File: src/rtl/mmfn_pkg.sv
// Shared types and operation codes of the min-max feature normaliser.
`timescale 1ns / 1ps
`default_nettype none

package mmfn_pkg;

   localparam int INDEX_BITS = 4;

   typedef logic [1:0] op_type;

   localparam op_type OP_OBSERVE   = 2'd0;
   localparam op_type OP_NORMALIZE = 2'd1;
   localparam op_type OP_CLEAR     = 2'd2;

   typedef struct packed {
      logic [INDEX_BITS-1:0] feature_index;
      op_type                op;
   } req_user_type;

   typedef struct packed {
      logic clipped;
      logic degenerate;
   } rsp_user_type;

endpackage : mmfn_pkg

`default_nettype wire

File: src/rtl/min_max_feature_normalizer_unit.sv
// Top level of the min-max feature normaliser: column statistics and serial divider.
`timescale 1ns / 1ps
`default_nettype none

// Keeps a running minimum and maximum per feature column in two small memories with a
// valid bit per column (an unwritten or cleared column reads as min = largest sample,
// max = lowest sample). Request op observe folds a sample into its column, clear drops all
// columns at once, normalize returns (value - min) / (max - min) as an unsigned fraction
// with FRACTION_BITS fraction bits, saturated and flagged as clipped outside the range and
// forced to zero and flagged as degenerate when max is not above min or the column index
// is out of range. One request is in flight at a time. A normalize that is degenerate,
// clipped or equal to the column maximum skips the divider; any other normalize runs the
// restoring divider, which produces one quotient bit per cycle for FRACTION_BITS bits.
// A finished result waits in the output register while the next request is taken; a
// normalize that finishes while that register still holds a result not yet taken stalls
// until the output accepts it.
module min_max_feature_normalizer_unit #(
   parameter int FEATURES      = 16,
   parameter int SAMPLE_BITS   = 16,
   parameter int FRACTION_BITS = 16
) (
   input  wire                                         clock,
   input  wire                                         reset,
   input  wire                                         req_tvalid,
   output logic                                        req_tready,
   // value
   input  wire  [((SAMPLE_BITS + 7) / 8) * 8 - 1:0]    req_tdata,
   // op, feature_index
   input  mmfn_pkg::req_user_type                      req_tuser,
   output logic                                        rsp_tvalid,
   input  wire                                         rsp_tready,
   // normalized
   output logic [((FRACTION_BITS + 8) / 8) * 8 - 1:0]  rsp_tdata,
   // degenerate, clipped
   output mmfn_pkg::rsp_user_type                      rsp_tuser
);

   import mmfn_pkg::*;

   localparam int ADDR_BITS  = (FEATURES > 1) ? $clog2(FEATURES) : 1;
   localparam int COUNT_BITS = $clog2(FRACTION_BITS);
   localparam int RSP_BITS   = ((FRACTION_BITS + 8) / 8) * 8;

   localparam logic signed [SAMPLE_BITS-1:0] SAMPLE_TOP = {1'b0, {(SAMPLE_BITS - 1){1'b1}}};
   localparam logic signed [SAMPLE_BITS-1:0] SAMPLE_LOW = {1'b1, {(SAMPLE_BITS - 1){1'b0}}};

   typedef enum logic [1:0] {
      ST_IDLE,
      ST_EVAL,
      ST_DIVIDE,
      ST_DONE
   } state_type;

   logic signed [SAMPLE_BITS-1:0] min_mem [FEATURES];
   logic signed [SAMPLE_BITS-1:0] max_mem [FEATURES];
   logic [FEATURES-1:0]           col_valid_ff;

   state_type                     state_ff, state_in;
   op_type                        op_ff, op_in;
   logic                          in_range_ff, in_range_in;
   logic [ADDR_BITS-1:0]          addr_ff, addr_in;
   logic signed [SAMPLE_BITS-1:0] value_ff, value_in;
   logic signed [SAMPLE_BITS-1:0] lo_mem_ff, hi_mem_ff;
   logic                          hit_ff;
   logic [SAMPLE_BITS-1:0]        rem_ff, rem_in;
   logic [SAMPLE_BITS-1:0]        den_ff, den_in;
   logic [FRACTION_BITS-1:0]      quot_ff, quot_in;
   logic [COUNT_BITS-1:0]         cnt_ff, cnt_in;
   logic                          top_ff, top_in;
   logic                          degen_ff, degen_in;
   logic                          clip_ff, clip_in;
   logic                          rsp_valid_ff, rsp_valid_in;
   logic [FRACTION_BITS:0]        rsp_norm_ff, rsp_norm_in;
   logic                          rsp_degen_ff, rsp_degen_in;
   logic                          rsp_clip_ff, rsp_clip_in;

   logic                          req_fire;
   logic                          req_in_range;
   logic [ADDR_BITS-1:0]          req_addr;
   logic signed [SAMPLE_BITS-1:0] lo_cur, hi_cur, new_min, new_max;
   logic                          v_lt_lo, v_gt_hi, v_eq_hi, degen_cur;
   logic [SAMPLE_BITS:0]          rem_shift, rem_sub;
   logic                          rem_ge;
   logic                          rsp_free;

   assign req_tready   = (state_ff == ST_IDLE);
   assign req_fire     = req_tvalid && req_tready;
   assign req_in_range = (32'(req_tuser.feature_index) < FEATURES);
   assign req_addr     = ADDR_BITS'(req_tuser.feature_index);

   assign lo_cur    = hit_ff ? lo_mem_ff : SAMPLE_TOP;
   assign hi_cur    = hit_ff ? hi_mem_ff : SAMPLE_LOW;
   assign v_lt_lo   = (value_ff < lo_cur);
   assign v_gt_hi   = (value_ff > hi_cur);
   assign v_eq_hi   = (value_ff == hi_cur);
   assign degen_cur = !in_range_ff || (hi_cur <= lo_cur);
   assign new_min   = v_lt_lo ? value_ff : lo_cur;
   assign new_max   = v_gt_hi ? value_ff : hi_cur;

   assign rem_shift = {rem_ff, 1'b0};
   assign rem_sub   = rem_shift - {1'b0, den_ff};
   assign rem_ge    = (rem_shift >= {1'b0, den_ff});

   assign rsp_free  = !rsp_valid_ff || rsp_tready;

   always_ff @(posedge clock) begin
      if (req_fire && req_in_range) begin
         lo_mem_ff <= min_mem[req_addr];
         hi_mem_ff <= max_mem[req_addr];
         hit_ff    <= col_valid_ff[req_addr];
      end else if (req_fire) begin
         hit_ff    <= 1'b0;
      end
      if (state_ff == ST_EVAL && op_ff == OP_OBSERVE && in_range_ff) begin
         min_mem[addr_ff] <= new_min;
         max_mem[addr_ff] <= new_max;
      end
   end

   always_ff @(posedge clock) begin
      if (reset) begin
         col_valid_ff <= '0;
      end else if (state_ff == ST_EVAL && op_ff == OP_CLEAR) begin
         col_valid_ff <= '0;
      end else if (state_ff == ST_EVAL && op_ff == OP_OBSERVE && in_range_ff) begin
         col_valid_ff[addr_ff] <= 1'b1;
      end
   end

   always_comb begin
      state_in     = state_ff;
      op_in        = op_ff;
      in_range_in  = in_range_ff;
      addr_in      = addr_ff;
      value_in     = value_ff;
      rem_in       = rem_ff;
      den_in       = den_ff;
      quot_in      = quot_ff;
      cnt_in       = cnt_ff;
      top_in       = top_ff;
      degen_in     = degen_ff;
      clip_in      = clip_ff;
      rsp_valid_in = rsp_valid_ff && !rsp_tready;
      rsp_norm_in  = rsp_norm_ff;
      rsp_degen_in = rsp_degen_ff;
      rsp_clip_in  = rsp_clip_ff;
      case (state_ff)
         ST_IDLE: begin
            if (req_fire) begin
               op_in       = req_tuser.op;
               in_range_in = req_in_range;
               addr_in     = req_addr;
               value_in    = req_tdata[SAMPLE_BITS-1:0];
               state_in    = ST_EVAL;
            end
         end
         ST_EVAL: begin
            case (op_ff)
               OP_NORMALIZE: begin
                  quot_in  = '0;
                  top_in   = 1'b0;
                  degen_in = 1'b0;
                  clip_in  = 1'b0;
                  state_in = ST_DONE;
                  if (degen_cur) begin
                     degen_in = 1'b1;
                  end else if (v_lt_lo) begin
                     clip_in = 1'b1;
                  end else if (v_gt_hi) begin
                     top_in  = 1'b1;
                     clip_in = 1'b1;
                  end else if (v_eq_hi) begin
                     top_in = 1'b1;
                  end else begin
                     rem_in   = SAMPLE_BITS'(value_ff - lo_cur);
                     den_in   = SAMPLE_BITS'(hi_cur - lo_cur);
                     cnt_in   = COUNT_BITS'(FRACTION_BITS - 1);
                     state_in = ST_DIVIDE;
                  end
               end
               default: begin
                  state_in = ST_IDLE;
               end
            endcase
         end
         ST_DIVIDE: begin
            rem_in  = rem_ge ? rem_sub[SAMPLE_BITS-1:0] : rem_shift[SAMPLE_BITS-1:0];
            quot_in = {quot_ff[FRACTION_BITS-2:0], rem_ge};
            cnt_in  = cnt_ff - 1'b1;
            if (cnt_ff == '0) begin
               state_in = ST_DONE;
            end
         end
         ST_DONE: begin
            if (rsp_free) begin
               rsp_valid_in = 1'b1;
               rsp_norm_in  = {top_ff, quot_ff};
               rsp_degen_in = degen_ff;
               rsp_clip_in  = clip_ff;
               state_in     = ST_IDLE;
            end
         end
         default: begin
            state_in = ST_IDLE;
         end
      endcase
   end

   always_ff @(posedge clock) begin
      if (reset) begin
         state_ff     <= ST_IDLE;
         rsp_valid_ff <= 1'b0;
      end else begin
         state_ff     <= state_in;
         rsp_valid_ff <= rsp_valid_in;
      end
      op_ff        <= op_in;
      in_range_ff  <= in_range_in;
      addr_ff      <= addr_in;
      value_ff     <= value_in;
      rem_ff       <= rem_in;
      den_ff       <= den_in;
      quot_ff      <= quot_in;
      cnt_ff       <= cnt_in;
      top_ff       <= top_in;
      degen_ff     <= degen_in;
      clip_ff      <= clip_in;
      rsp_norm_ff  <= rsp_norm_in;
      rsp_degen_ff <= rsp_degen_in;
      rsp_clip_ff  <= rsp_clip_in;
   end

   assign rsp_tvalid           = rsp_valid_ff;
   assign rsp_tdata            = RSP_BITS'(rsp_norm_ff);
   assign rsp_tuser.degenerate = rsp_degen_ff;
   assign rsp_tuser.clipped    = rsp_clip_ff;

endmodule : min_max_feature_normalizer_unit

`default_nettype wire

File: config.mk
export PLATFORM = sky130hd
export DESIGN_NAME = min_max_feature_normalizer_unit
export DESIGN_NICKNAME = d
export VERILOG_FILES = /design/src/rtl/mmfn_pkg.sv /design/src/rtl/min_max_feature_normalizer_unit.sv
export SDC_FILE = /design/constraint.sdc
export NUM_CORES = 1
export LEC_CHECK = 0
export BUFFER_PORTS_ARGS = -buffer_cell sky130_fd_sc_hd__buf_2
export CORE_MARGIN = 8
export CORE_UTILIZATION = 45
export DETAILED_ROUTE_END_ITERATION = 8
export SLEW_MARGIN = 20
export SYNTH_ARGS = -nofsm -noshare
export SYNTH_HDL_FRONTEND = slang
export SYNTH_SLANG_ARGS = --single-unit
File: constraint.sdc
create_clock -name clock -period 9.8 [get_ports clock]
set_input_delay 1.96 -clock clock [delete_from_list [all_inputs] [get_ports clock]]
set_output_delay 1.96 -clock clock [all_outputs]
set_load 0.02 [all_outputs]
==> flow_results.xml, run 1 <==
<?xml version="1.0" encoding="UTF-8"?>
<metrics>
  <group name="die">
    <metric name="pin_count" unit="">54</metric>
    <metric name="fp.coreArea" unit="sq mm">0.0616</metric>
    <metric name="initial_core_util" unit="%">45.4</metric>
    <metric name="std_cell_rows" unit="">91</metric>
    <metric name="floorplan.die.height" unit="um">265</metric>
    <metric name="die-width" unit="um">265</metric>
    <metric name="die_footprint" unit="sq mm">0.0704</metric>
  </group>
  <group name="clocking">
    <metric name="root_buffer" unit="">clkbuf_16</metric>
    <metric name="post_cts_resize_count" unit="">0</metric>
    <metric name="clock_tree_buf_depth" unit="">3</metric>
    <metric name="tritoncts_buffers" unit="">70</metric>
    <metric name="htree_num_levels" unit="">3</metric>
    <metric name="cts_tree" unit="">yes</metric>
    <metric name="clock-sinks" unit="">660</metric>
    <metric name="ctsHoldBuffers" unit="">0</metric>
    <metric name="postCtsSetupBuffers" unit="">0</metric>
    <metric name="clk_pin_slew" unit="ns">0.06</metric>
    <metric name="clk-insertion-delay-late" unit="ns">0.61</metric>
  </group>
  <group name="power_and_ir_drop">
    <metric name="static-leakage-power" unit="nW">10.5</metric>
    <metric name="power.ir.vdd_worst" unit="uV">107</metric>
    <metric name="netSwitchingPower" unit="mW">1.41</metric>
    <metric name="pwr-share-seq" unit="%">51.0</metric>
    <metric name="sw_frac_of_total" unit="%">22.3</metric>
    <metric name="clock_power_share" unit="%">41.3</metric>
    <metric name="areal_power_density_over_the_cells" unit="mW/mm^2">201</metric>
    <metric name="power_report.internal_total" unit="mW">4.94</metric>
    <metric name="share_comb_of_total_power" unit="%">7.6</metric>
  </group>
  <group name="finish">
    <metric name="multi_input_area" unit="sq mm">0.00796</metric>
    <metric name="n_fill_cell" unit="">4950</metric>
    <metric name="layout.cells.most_common_list" unit="">edfxtp_1 (641), mux4_2 (165), clkbuf_16 (73)</metric>
    <metric name="n_antenna_cell" unit="">0</metric>
    <metric name="fin_nets" unit="">1683</metric>
    <metric name="areaGrowthSynthToFinish" unit="%">12.9</metric>
    <metric name="ff_latch_area" unit="sq mm">0.0196</metric>
    <metric name="drive_above_1_share" unit="%">25.1</metric>
    <metric name="post_layout_nonfiller_instances" unit="">2492</metric>
    <metric name="layout.cells.most_common" unit="">edfxtp_1</metric>
  </group>
  <group name="synthesis">
    <metric name="syn-instance-count" unit="">1519</metric>
    <metric name="synth_compound_gate_area_share" unit="%">5.04</metric>
    <metric name="synth-seq-area-share" unit="%">70.2</metric>
    <metric name="dominantRegCellSynth" unit="">edfxtp_1</metric>
    <metric name="syn-mean-instance-area" unit="sq um">18.4</metric>
    <metric name="post_synth_instance_area" unit="sq mm">0.0280</metric>
    <metric name="post_synth_fa_ha_maj_area_fraction" unit="%">2.68</metric>
    <metric name="post_synthesis_xor_xnor_area_fraction" unit="%">1.38</metric>
    <metric name="synth.lib_cells_used.distinct" unit="">82</metric>
    <metric name="synth_edf_count" unit="">641</metric>
    <metric name="synthMuxAreaShare" unit="%">14.1</metric>
    <metric name="largest_family_of_logic_cells_by_synthesized_area" unit="">multiplexers</metric>
    <metric name="simple_gate_fraction_of_synth_area" unit="%">4.61</metric>
    <metric name="synth.ff_latch_count" unit="">660</metric>
    <metric name="async_reset_ff_share" unit="%">0</metric>
    <metric name="yosys_warnings" unit="">0</metric>
  </group>
  <group name="detailed_routing">
    <metric name="routed_wire_length_per_instance" unit="um">25.6</metric>
    <metric name="drtIter0Drc" unit="">1372</metric>
    <metric name="dr_total_vias" unit="">14200</metric>
    <metric name="drc_errors" unit="">0</metric>
    <metric name="drt_pre_antenna_iters" unit="">7</metric>
    <metric name="route.antenna.remaining_nets" unit="">0</metric>
    <metric name="detail_route.wirelength" unit="um">63900</metric>
    <metric name="route.detailed.vias_per_inst" unit="">5.70</metric>
  </group>
  <group name="timing">
    <metric name="fmax" unit="GHz">0.221</metric>
    <metric name="finalHoldWorstSlack" unit="ns">0.418</metric>
    <metric name="finalClockSkew" unit="ns">0.0239</metric>
    <metric name="final_worst_path_cycle_share" unit="%">46.2</metric>
    <metric name="max_slew_margin" unit="%">23.7</metric>
    <metric name="final_count_of_hold_timing_violations" unit="">0</metric>
    <metric name="drv_slew" unit="">0</metric>
    <metric name="final_count_of_negative_setup_slack_endpoints" unit="">0</metric>
    <metric name="timing.final.crit_period" unit="ns">4.53</metric>
    <metric name="grt_setup_unrepaired" unit="">false</metric>
    <metric name="tightest_slew" unit="ns">1.14</metric>
    <metric name="totalNegativeSetupSlack" unit="ns">0</metric>
  </group>
  <group name="worst_setup_path">
    <metric name="startpoint_type" unit="">flop</metric>
    <metric name="worst_r2r_startpoint" unit="">hit_ff$_DFFE_PP_</metric>
    <metric name="critPathArrivalTime" unit="ns">4.74</metric>
    <metric name="worstReg2RegEnd" unit="">rem_ff[0]$_DFFE_PP_</metric>
    <metric name="path_max_fanout" unit="">58</metric>
    <metric name="path_class" unit="">flop to flop</metric>
    <metric name="critical_path_required" unit="ns">10.02</metric>
    <metric name="worstRegToRegCells" unit="">15</metric>
    <metric name="ff2ff_setup_slack" unit="ns">5.27</metric>
    <metric name="worst_setup_path_end_kind" unit="">flop</metric>
  </group>
  <group name="global_routing">
    <metric name="grt_first_pass_wirelength" unit="um">95200</metric>
    <metric name="grt.overflow.total" unit="">0</metric>
    <metric name="antenna_violations_before_repair" unit="">0</metric>
    <metric name="grt_usage" unit="%">18.2</metric>
    <metric name="grt_max_degree" unit="">71</metric>
    <metric name="first_global_vias" unit="">14400</metric>
  </group>
  <group name="placement">
    <metric name="numPortBuffers" unit="">46</metric>
    <metric name="dp.cells" unit="">2366</metric>
    <metric name="gp_congestion" unit="">0.822</metric>
    <metric name="hpwlAfterDp" unit="um">36600</metric>
  </group>
  <group name="run">
    <metric name="maxCapViolations" unit="">0</metric>
  </group>
  <group name="worst_hold_path">
    <metric name="whs_path_depth" unit="">0</metric>
    <metric name="hold_end" unit="">rsp_norm_ff[15]$_DFFE_PP_</metric>
    <metric name="hold_start" unit="">quot_ff[15]$_SDFFCE_PN0P_</metric>
    <metric name="worstHoldPathType" unit="">flop to flop</metric>
  </group>
  <group name="status">
    <metric name="status" unit="">finished, final reports clean</metric>
  </group>
</metrics>
## power groups by stage
stage / registers, mW / clock network [mW] / logic, mW
4_1_cts: 3.24 / 2.68 / 0.484
3_3_place_gp: 3.30 / 0 / 0.471
3_5_place_dp: 3.30 / 0 / 0.482
2_1_floorplan: 3.28 / 0 / 0.353
6_report: 3.24 / 2.63 / 0.485
5_1_grt: 3.24 / 2.78 / 0.532
## routing by layer
| layer | GRT usage (%) | vias up | wire length [um] |
|---|---|---|---|
| li1 | - | 6258 | - |
| met1 | 26.2 | 7440 | 28700 |
| met2 | 28.8 | 426 | 30300 |
| met3 | 2.63 | 84 | 3510 |
| met4 | 5.35 | 0 | 1320 |
| met5 | 0 | - | 0 |
## worst max-delay path, stage by stage, from the launching register on
cell,delay [ns]
edfxtp_1,0.33
buf_4,0.47
nand2b_1,0.17
ha_1,0.30
inv_1,0.09
ha_1,0.25
a21oi_1,0.13
a2111oi_4,0.34
o311a_4,0.24
o31ai_4,0.08
a31oi_4,0.24
a41oi_4,0.17
a21oi_4,0.14
buf_4,0.40
nand3b_4,0.15
o21ai_4,0.58
## state kept, by name (all words and copies together), names as in the netlist, 2 cells and up, named ones only
register / count
max_mem: 256
quot_ff: 16
min_mem: 256
value_ff: 16
op_ff: 2
rsp_norm_ff: 17
rem_ff: 16
lo_mem_ff: 16
hi_mem_ff: 16
col_valid_ff: 16
cnt_ff: 4
addr_ff: 4
den_ff: 16
## how the worst max path moves through the flow
| stage | end | startpoint | depth (start not counted) | slack [ns] |
|---|---|---|---|---|
| finish | rem_ff[0]$_DFFE_PP_ | hit_ff$_DFFE_PP_ | 15 | 5.27 |
| detailed placement | hi_mem_ff[0]$_DFFE_PP_ | req_tuser[3] | 4 | 4.86 |
| global placement | hit_ff$_DFFE_PP_ | req_tuser[2] | 4 | 4.85 |
| CTS | rem_ff[0]$_DFFE_PP_ | hit_ff$_DFFE_PP_ | 15 | 4.95 |
| global route | min_mem[13][9]$_DFFE_PP_ | hit_ff$_DFFE_PP_ | 15 | 4.93 |
| floorplan | hi_mem_ff[0]$_DFFE_PP_ | req_tuser[2] | 5 | 5.51 |
## cells by family after synthesis
group / count (synthesis)
multiplexers: 186
buffers and inverters: 126
flip-flops: 660
other: 1
adder cells (fa/ha/maj): 60
AND/OR/NAND/NOR: 251
XOR/XNOR: 44
AO/OA/AOI/OAI: 191
## synth_stat cells, types with 22 or more instances
cell type | number | area share (%)
a21oi_1 | 39 | 0.70
and2_1 | 22 | 0.49
clkbuf_1 | 38 | 0.51
edfxtp_1 | 641 | 69
ha_1 | 55 | 2.5
inv_1 | 49 | 0.66
mux4_2 | 165 | 13
nand2_1 | 72 | 0.97
nor2_1 | 49 | 0.66
nor2b_1 | 28 | 0.63
o21ai_0 | 30 | 0.54
xnor2_1 | 30 | 0.94
## area by class of cell
type	count	share of cell area, %
sequential	660	62.1
multi-input combinational	739	25.2
clock buffer	92	6.10
tap	837	3.32
timing repair buffer	78	1.54
clock inverter	34	1.09
inverter	52	0.622
## per-stage QoR
step	setup WS [ns]	total power, mW	utilization (%)	cell area (sq um)
6_report	5.27	6.35	51.3	31600
2_1_floorplan	5.51	3.63	-	28000
5_1_grt	4.93	6.56	51.3	31600
4_1_cts	4.95	6.40	51.2	31500
3_5_place_dp	4.86	3.78	47.5	29300
3_3_place_gp	4.85	3.77	47.5	29300
(Power assumes the default switching activity.)
==> run 2, diff against run 1 <==
ABC_AREA = 1   (was not set)
clock period = 4.1 ns   (was 9.8 ns; I/O delays follow)
==> run 2 against run 1 <==
- clock skew rose by 0.0093 ns
- largest power group unchanged
- non-clock buffer count grew 50
- utilization is 0.23 points higher
- largest cell class unchanged
==> flow_results.xml, run 2 <==
<?xml version="1.0" encoding="UTF-8"?>
<metrics>
  <group name="clocking">
    <metric name="clk-insertion-delay-late" unit="ns">0.62</metric>
    <metric name="tritoncts_buffers" unit="">71</metric>
    <metric name="postCtsSetupBuffers" unit="">0</metric>
    <metric name="cts_tree" unit="">yes</metric>
    <metric name="clk_pin_slew" unit="ns">0.06</metric>
    <metric name="clock-sinks" unit="">660</metric>
    <metric name="root_buffer" unit="">clkbuf_16</metric>
    <metric name="htree_num_levels" unit="">3</metric>
    <metric name="post_cts_resize_count" unit="">0</metric>
    <metric name="ctsHoldBuffers" unit="">0</metric>
    <metric name="clock_tree_buf_depth" unit="">3</metric>
  </group>
  <group name="detailed_routing">
    <metric name="drtIter0Drc" unit="">1815</metric>
    <metric name="route.detailed.vias_per_inst" unit="">5.55</metric>
    <metric name="route.antenna.remaining_nets" unit="">0</metric>
    <metric name="dr_total_vias" unit="">18600</metric>
    <metric name="routed_wire_length_per_instance" unit="um">22.3</metric>
    <metric name="drc_errors" unit="">0</metric>
    <metric name="drt_pre_antenna_iters" unit="">6</metric>
    <metric name="detail_route.wirelength" unit="um">75000</metric>
  </group>
  <group name="worst_hold_path">
    <metric name="whs_path_depth" unit="">1</metric>
    <metric name="hold_end" unit="">value_ff[9]$_DFFE_PP_</metric>
    <metric name="worstHoldPathType" unit="">input port to flop</metric>
    <metric name="hold_start" unit="">req_tdata[9]</metric>
  </group>
  <group name="worst_setup_path">
    <metric name="ff2ff_setup_slack" unit="ns">0.64</metric>
    <metric name="path_max_fanout" unit="">18</metric>
    <metric name="path_class" unit="">flop to flop</metric>
    <metric name="worst_setup_path_end_kind" unit="">flop</metric>
    <metric name="critPathArrivalTime" unit="ns">3.71</metric>
    <metric name="startpoint_type" unit="">flop</metric>
    <metric name="worstRegToRegCells" unit="">13</metric>
    <metric name="worstReg2RegEnd" unit="">max_mem[9][15]$_DFFE_PP_</metric>
    <metric name="worst_r2r_startpoint" unit="">hit_ff$_DFFE_PP_</metric>
    <metric name="critical_path_required" unit="ns">4.35</metric>
  </group>
  <group name="die">
    <metric name="std_cell_rows" unit="">93</metric>
    <metric name="fp.coreArea" unit="sq mm">0.0641</metric>
    <metric name="initial_core_util" unit="%">45.2</metric>
    <metric name="die-width" unit="um">270</metric>
    <metric name="floorplan.die.height" unit="um">270</metric>
    <metric name="pin_count" unit="">54</metric>
    <metric name="die_footprint" unit="sq mm">0.0728</metric>
  </group>
  <group name="power_and_ir_drop">
    <metric name="clock_power_share" unit="%">31.3</metric>
    <metric name="share_comb_of_total_power" unit="%">22.5</metric>
    <metric name="power_report.internal_total" unit="mW">14.0</metric>
    <metric name="netSwitchingPower" unit="mW">6.02</metric>
    <metric name="static-leakage-power" unit="nW">12.4</metric>
    <metric name="areal_power_density_over_the_cells" unit="mW/mm^2">605</metric>
    <metric name="pwr-share-seq" unit="%">46.2</metric>
    <metric name="power.ir.vdd_worst" unit="uV">289</metric>
    <metric name="sw_frac_of_total" unit="%">30.1</metric>
  </group>
  <group name="placement">
    <metric name="hpwlAfterDp" unit="um">44800</metric>
    <metric name="gp_congestion" unit="">0.928</metric>
    <metric name="numPortBuffers" unit="">46</metric>
  </group>
  <group name="synthesis">
    <metric name="synth_edf_count" unit="">641</metric>
    <metric name="largest_family_of_logic_cells_by_synthesized_area" unit="">compound AO/OA/AOI/OAI gates</metric>
    <metric name="synth_area_leader_cell" unit="">edfxtp_1</metric>
    <metric name="simple_gate_fraction_of_synth_area" unit="%">7.76</metric>
    <metric name="synth.lib_cells_used.distinct" unit="">46</metric>
    <metric name="synth-seq-area-share" unit="%">67.7</metric>
    <metric name="syn-instance-count" unit="">2365</metric>
    <metric name="yosys_warnings" unit="">0</metric>
    <metric name="synth.ff_latch_count" unit="">660</metric>
    <metric name="dominantRegCellSynth" unit="">edfxtp_1</metric>
    <metric name="synthTopCellsByCount" unit="">edfxtp_1 (641), inv_1 (269), nand2_1 (236), o21ai_0 (207), a21oi_1 (202)</metric>
    <metric name="post_synth_instance_area" unit="sq mm">0.0290</metric>
    <metric name="yosys.cell_count.top_type" unit="">edfxtp_1</metric>
    <metric name="synthDominantCellAreaShare" unit="%">66.4</metric>
    <metric name="cell_types_occupying_the_most_area_after_synthesis" unit="">edfxtp_1 (66%), mux2i_1 (4.5%), o21ai_0 (3.6%)</metric>
    <metric name="async_reset_ff_share" unit="%">0</metric>
    <metric name="post_synthesis_xor_xnor_area_fraction" unit="%">0.846</metric>
    <metric name="syn-mean-instance-area" unit="sq um">12.3</metric>
    <metric name="synth_compound_gate_area_share" unit="%">11.3</metric>
    <metric name="synthMuxAreaShare" unit="%">4.46</metric>
    <metric name="post_synth_fa_ha_maj_area_fraction" unit="%">2.44</metric>
  </group>
  <group name="timing">
    <metric name="max_slew_margin" unit="%">29.1</metric>
    <metric name="fmax" unit="GHz">0.289</metric>
    <metric name="timing.final.crit_period" unit="ns">3.46</metric>
    <metric name="finalClockSkew" unit="ns">0.0332</metric>
    <metric name="final_count_of_negative_setup_slack_endpoints" unit="">0</metric>
    <metric name="drv_slew" unit="">0</metric>
    <metric name="tightest_slew" unit="ns">1.06</metric>
    <metric name="totalNegativeSetupSlack" unit="ns">0</metric>
    <metric name="grt_setup_unrepaired" unit="">false</metric>
    <metric name="final_count_of_hold_timing_violations" unit="">0</metric>
    <metric name="final_worst_path_cycle_share" unit="%">84.5</metric>
  </group>
  <group name="finish">
    <metric name="n_fill_cell" unit="">5433</metric>
    <metric name="finish.utilization" unit="%">51.5</metric>
    <metric name="fin_nets" unit="">2534</metric>
    <metric name="n_antenna_cell" unit="">0</metric>
    <metric name="ff_latch_area" unit="sq mm">0.0196</metric>
    <metric name="multi_input_area" unit="sq mm">0.00793</metric>
    <metric name="drive_above_1_share" unit="%">11.2</metric>
    <metric name="areaGrowthSynthToFinish" unit="%">14.0</metric>
    <metric name="layout.cells.most_common" unit="">edfxtp_1</metric>
    <metric name="reg_top3" unit="">max_mem: 256 flops, min_mem: 256 flops, rsp_norm_ff: 17 flops</metric>
    <metric name="layout.cells.most_common_list" unit="">edfxtp_1 (641), inv_1 (267), nand2_1 (236)</metric>
  </group>
  <group name="global_routing">
    <metric name="grt.overflow.total" unit="">0</metric>
    <metric name="grt_max_degree" unit="">109</metric>
    <metric name="antenna_violations_before_repair" unit="">0</metric>
    <metric name="first_global_vias" unit="">18200</metric>
    <metric name="grt_usage" unit="%">20.3</metric>
    <metric name="grt_first_pass_wirelength" unit="um">113000</metric>
  </group>
  <group name="run">
    <metric name="maxCapViolations" unit="">0</metric>
  </group>
  <group name="status">
    <metric name="status" unit="">finished, final reports clean</metric>
  </group>
</metrics>
[run 2: metrics by stage]
stage	cells	area (sq um)	hold WS, ns	worst slack [ns]	power, mW
6_report	3359	33000	0.386	0.635	20.0
5_1_grt	3359	33000	0.362	0.297	20.9
4_1_cts	3359	33000	0.345	0.656	20.1
3_5_place_dp	3234	30700	0.413	0.668	13.8
3_3_place_gp	3234	30700	0.404	0.801	13.7
2_1_floorplan	2371	29000	0.400	0.458	12.1
[run 2: final cells by class]
type,instances,area share (%)
clock buffers,97,6.22
clock inverters,28,0.701
inverters,274,3.12
multi-input cells,1317,24.0
flip-flops and latches,660,59.4
well taps,855,3.24
repair buffers,128,3.29
[run 2: logic make-up (layout without fill, tap and decap cells)]
family | after synthesis | count (layout)
and+or+nand+nor | 524 | 524
buffers and inverters | 394 | 527
muxes | 129 | 129
xor gates and xnor gates | 28 | 28
AOI/OAI and AO/OA | 573 | 573
adders and majority gates | 56 | 56
DFF | 660 | 660
other | 1 | 7
[run 2: critical path: stages (launching register included)]
cell      delay (ns)
edfxtp_1        0.45
inv_2           0.26
nor2_1          0.12
ha_1            0.33
nand2_1         0.06
inv_1           0.06
nand2_1         0.06
nor3_1          0.25
nand2_1         0.11
nand4_1         0.09
nand2_1         0.12
nand2_2         0.30
nor2_1          0.08
a21oi_1         0.81
[run 2: routing by layer]
layer	vias to the layer above	track usage (%)	part of all wire [%]
met5	-	0	0
li1	8662	-	-
met3	111	3.14	6.1
met2	599	33.0	47
met4	0	6.37	2.4
met1	9276	27.8	44
[run 2: worst max path at each step]
stage                startpoint                   endpoint  slack, ns  cells past startpoint
6_report       hit_ff$_DFFE_PP_   max_mem[9][15]$_DFFE_PP_       0.64                     13
5_1_grt        hit_ff$_DFFE_PP_   max_mem[9][15]$_DFFE_PP_       0.30                     13
4_1_cts        hit_ff$_DFFE_PP_   max_mem[8][15]$_DFFE_PP_       0.66                     13
3_5_place_dp   hit_ff$_DFFE_PP_   max_mem[3][15]$_DFFE_PP_       0.67                     13
3_3_place_gp   hit_ff$_DFFE_PP_  max_mem[13][15]$_DFFE_PP_       0.80                     13
2_1_floorplan  hit_ff$_DFFE_PP_    cnt_ff[0]$_SDFFCE_PN1P_       0.46                     15
[run 2: power by group through the flow]
| stage | Combinational, mW | Clock [mW] | Sequential [mW] |
|---|---|---|---|
| 2_1_floorplan | 2.75 | 0 | 9.32 |
| 3_3_place_gp | 4.33 | 0 | 9.36 |
| 3_5_place_dp | 4.46 | 0 | 9.36 |
| 4_1_cts | 4.47 | 6.39 | 9.23 |
| 5_1_grt | 4.96 | 6.65 | 9.26 |
| 6_report | 4.48 | 6.26 | 9.23 |
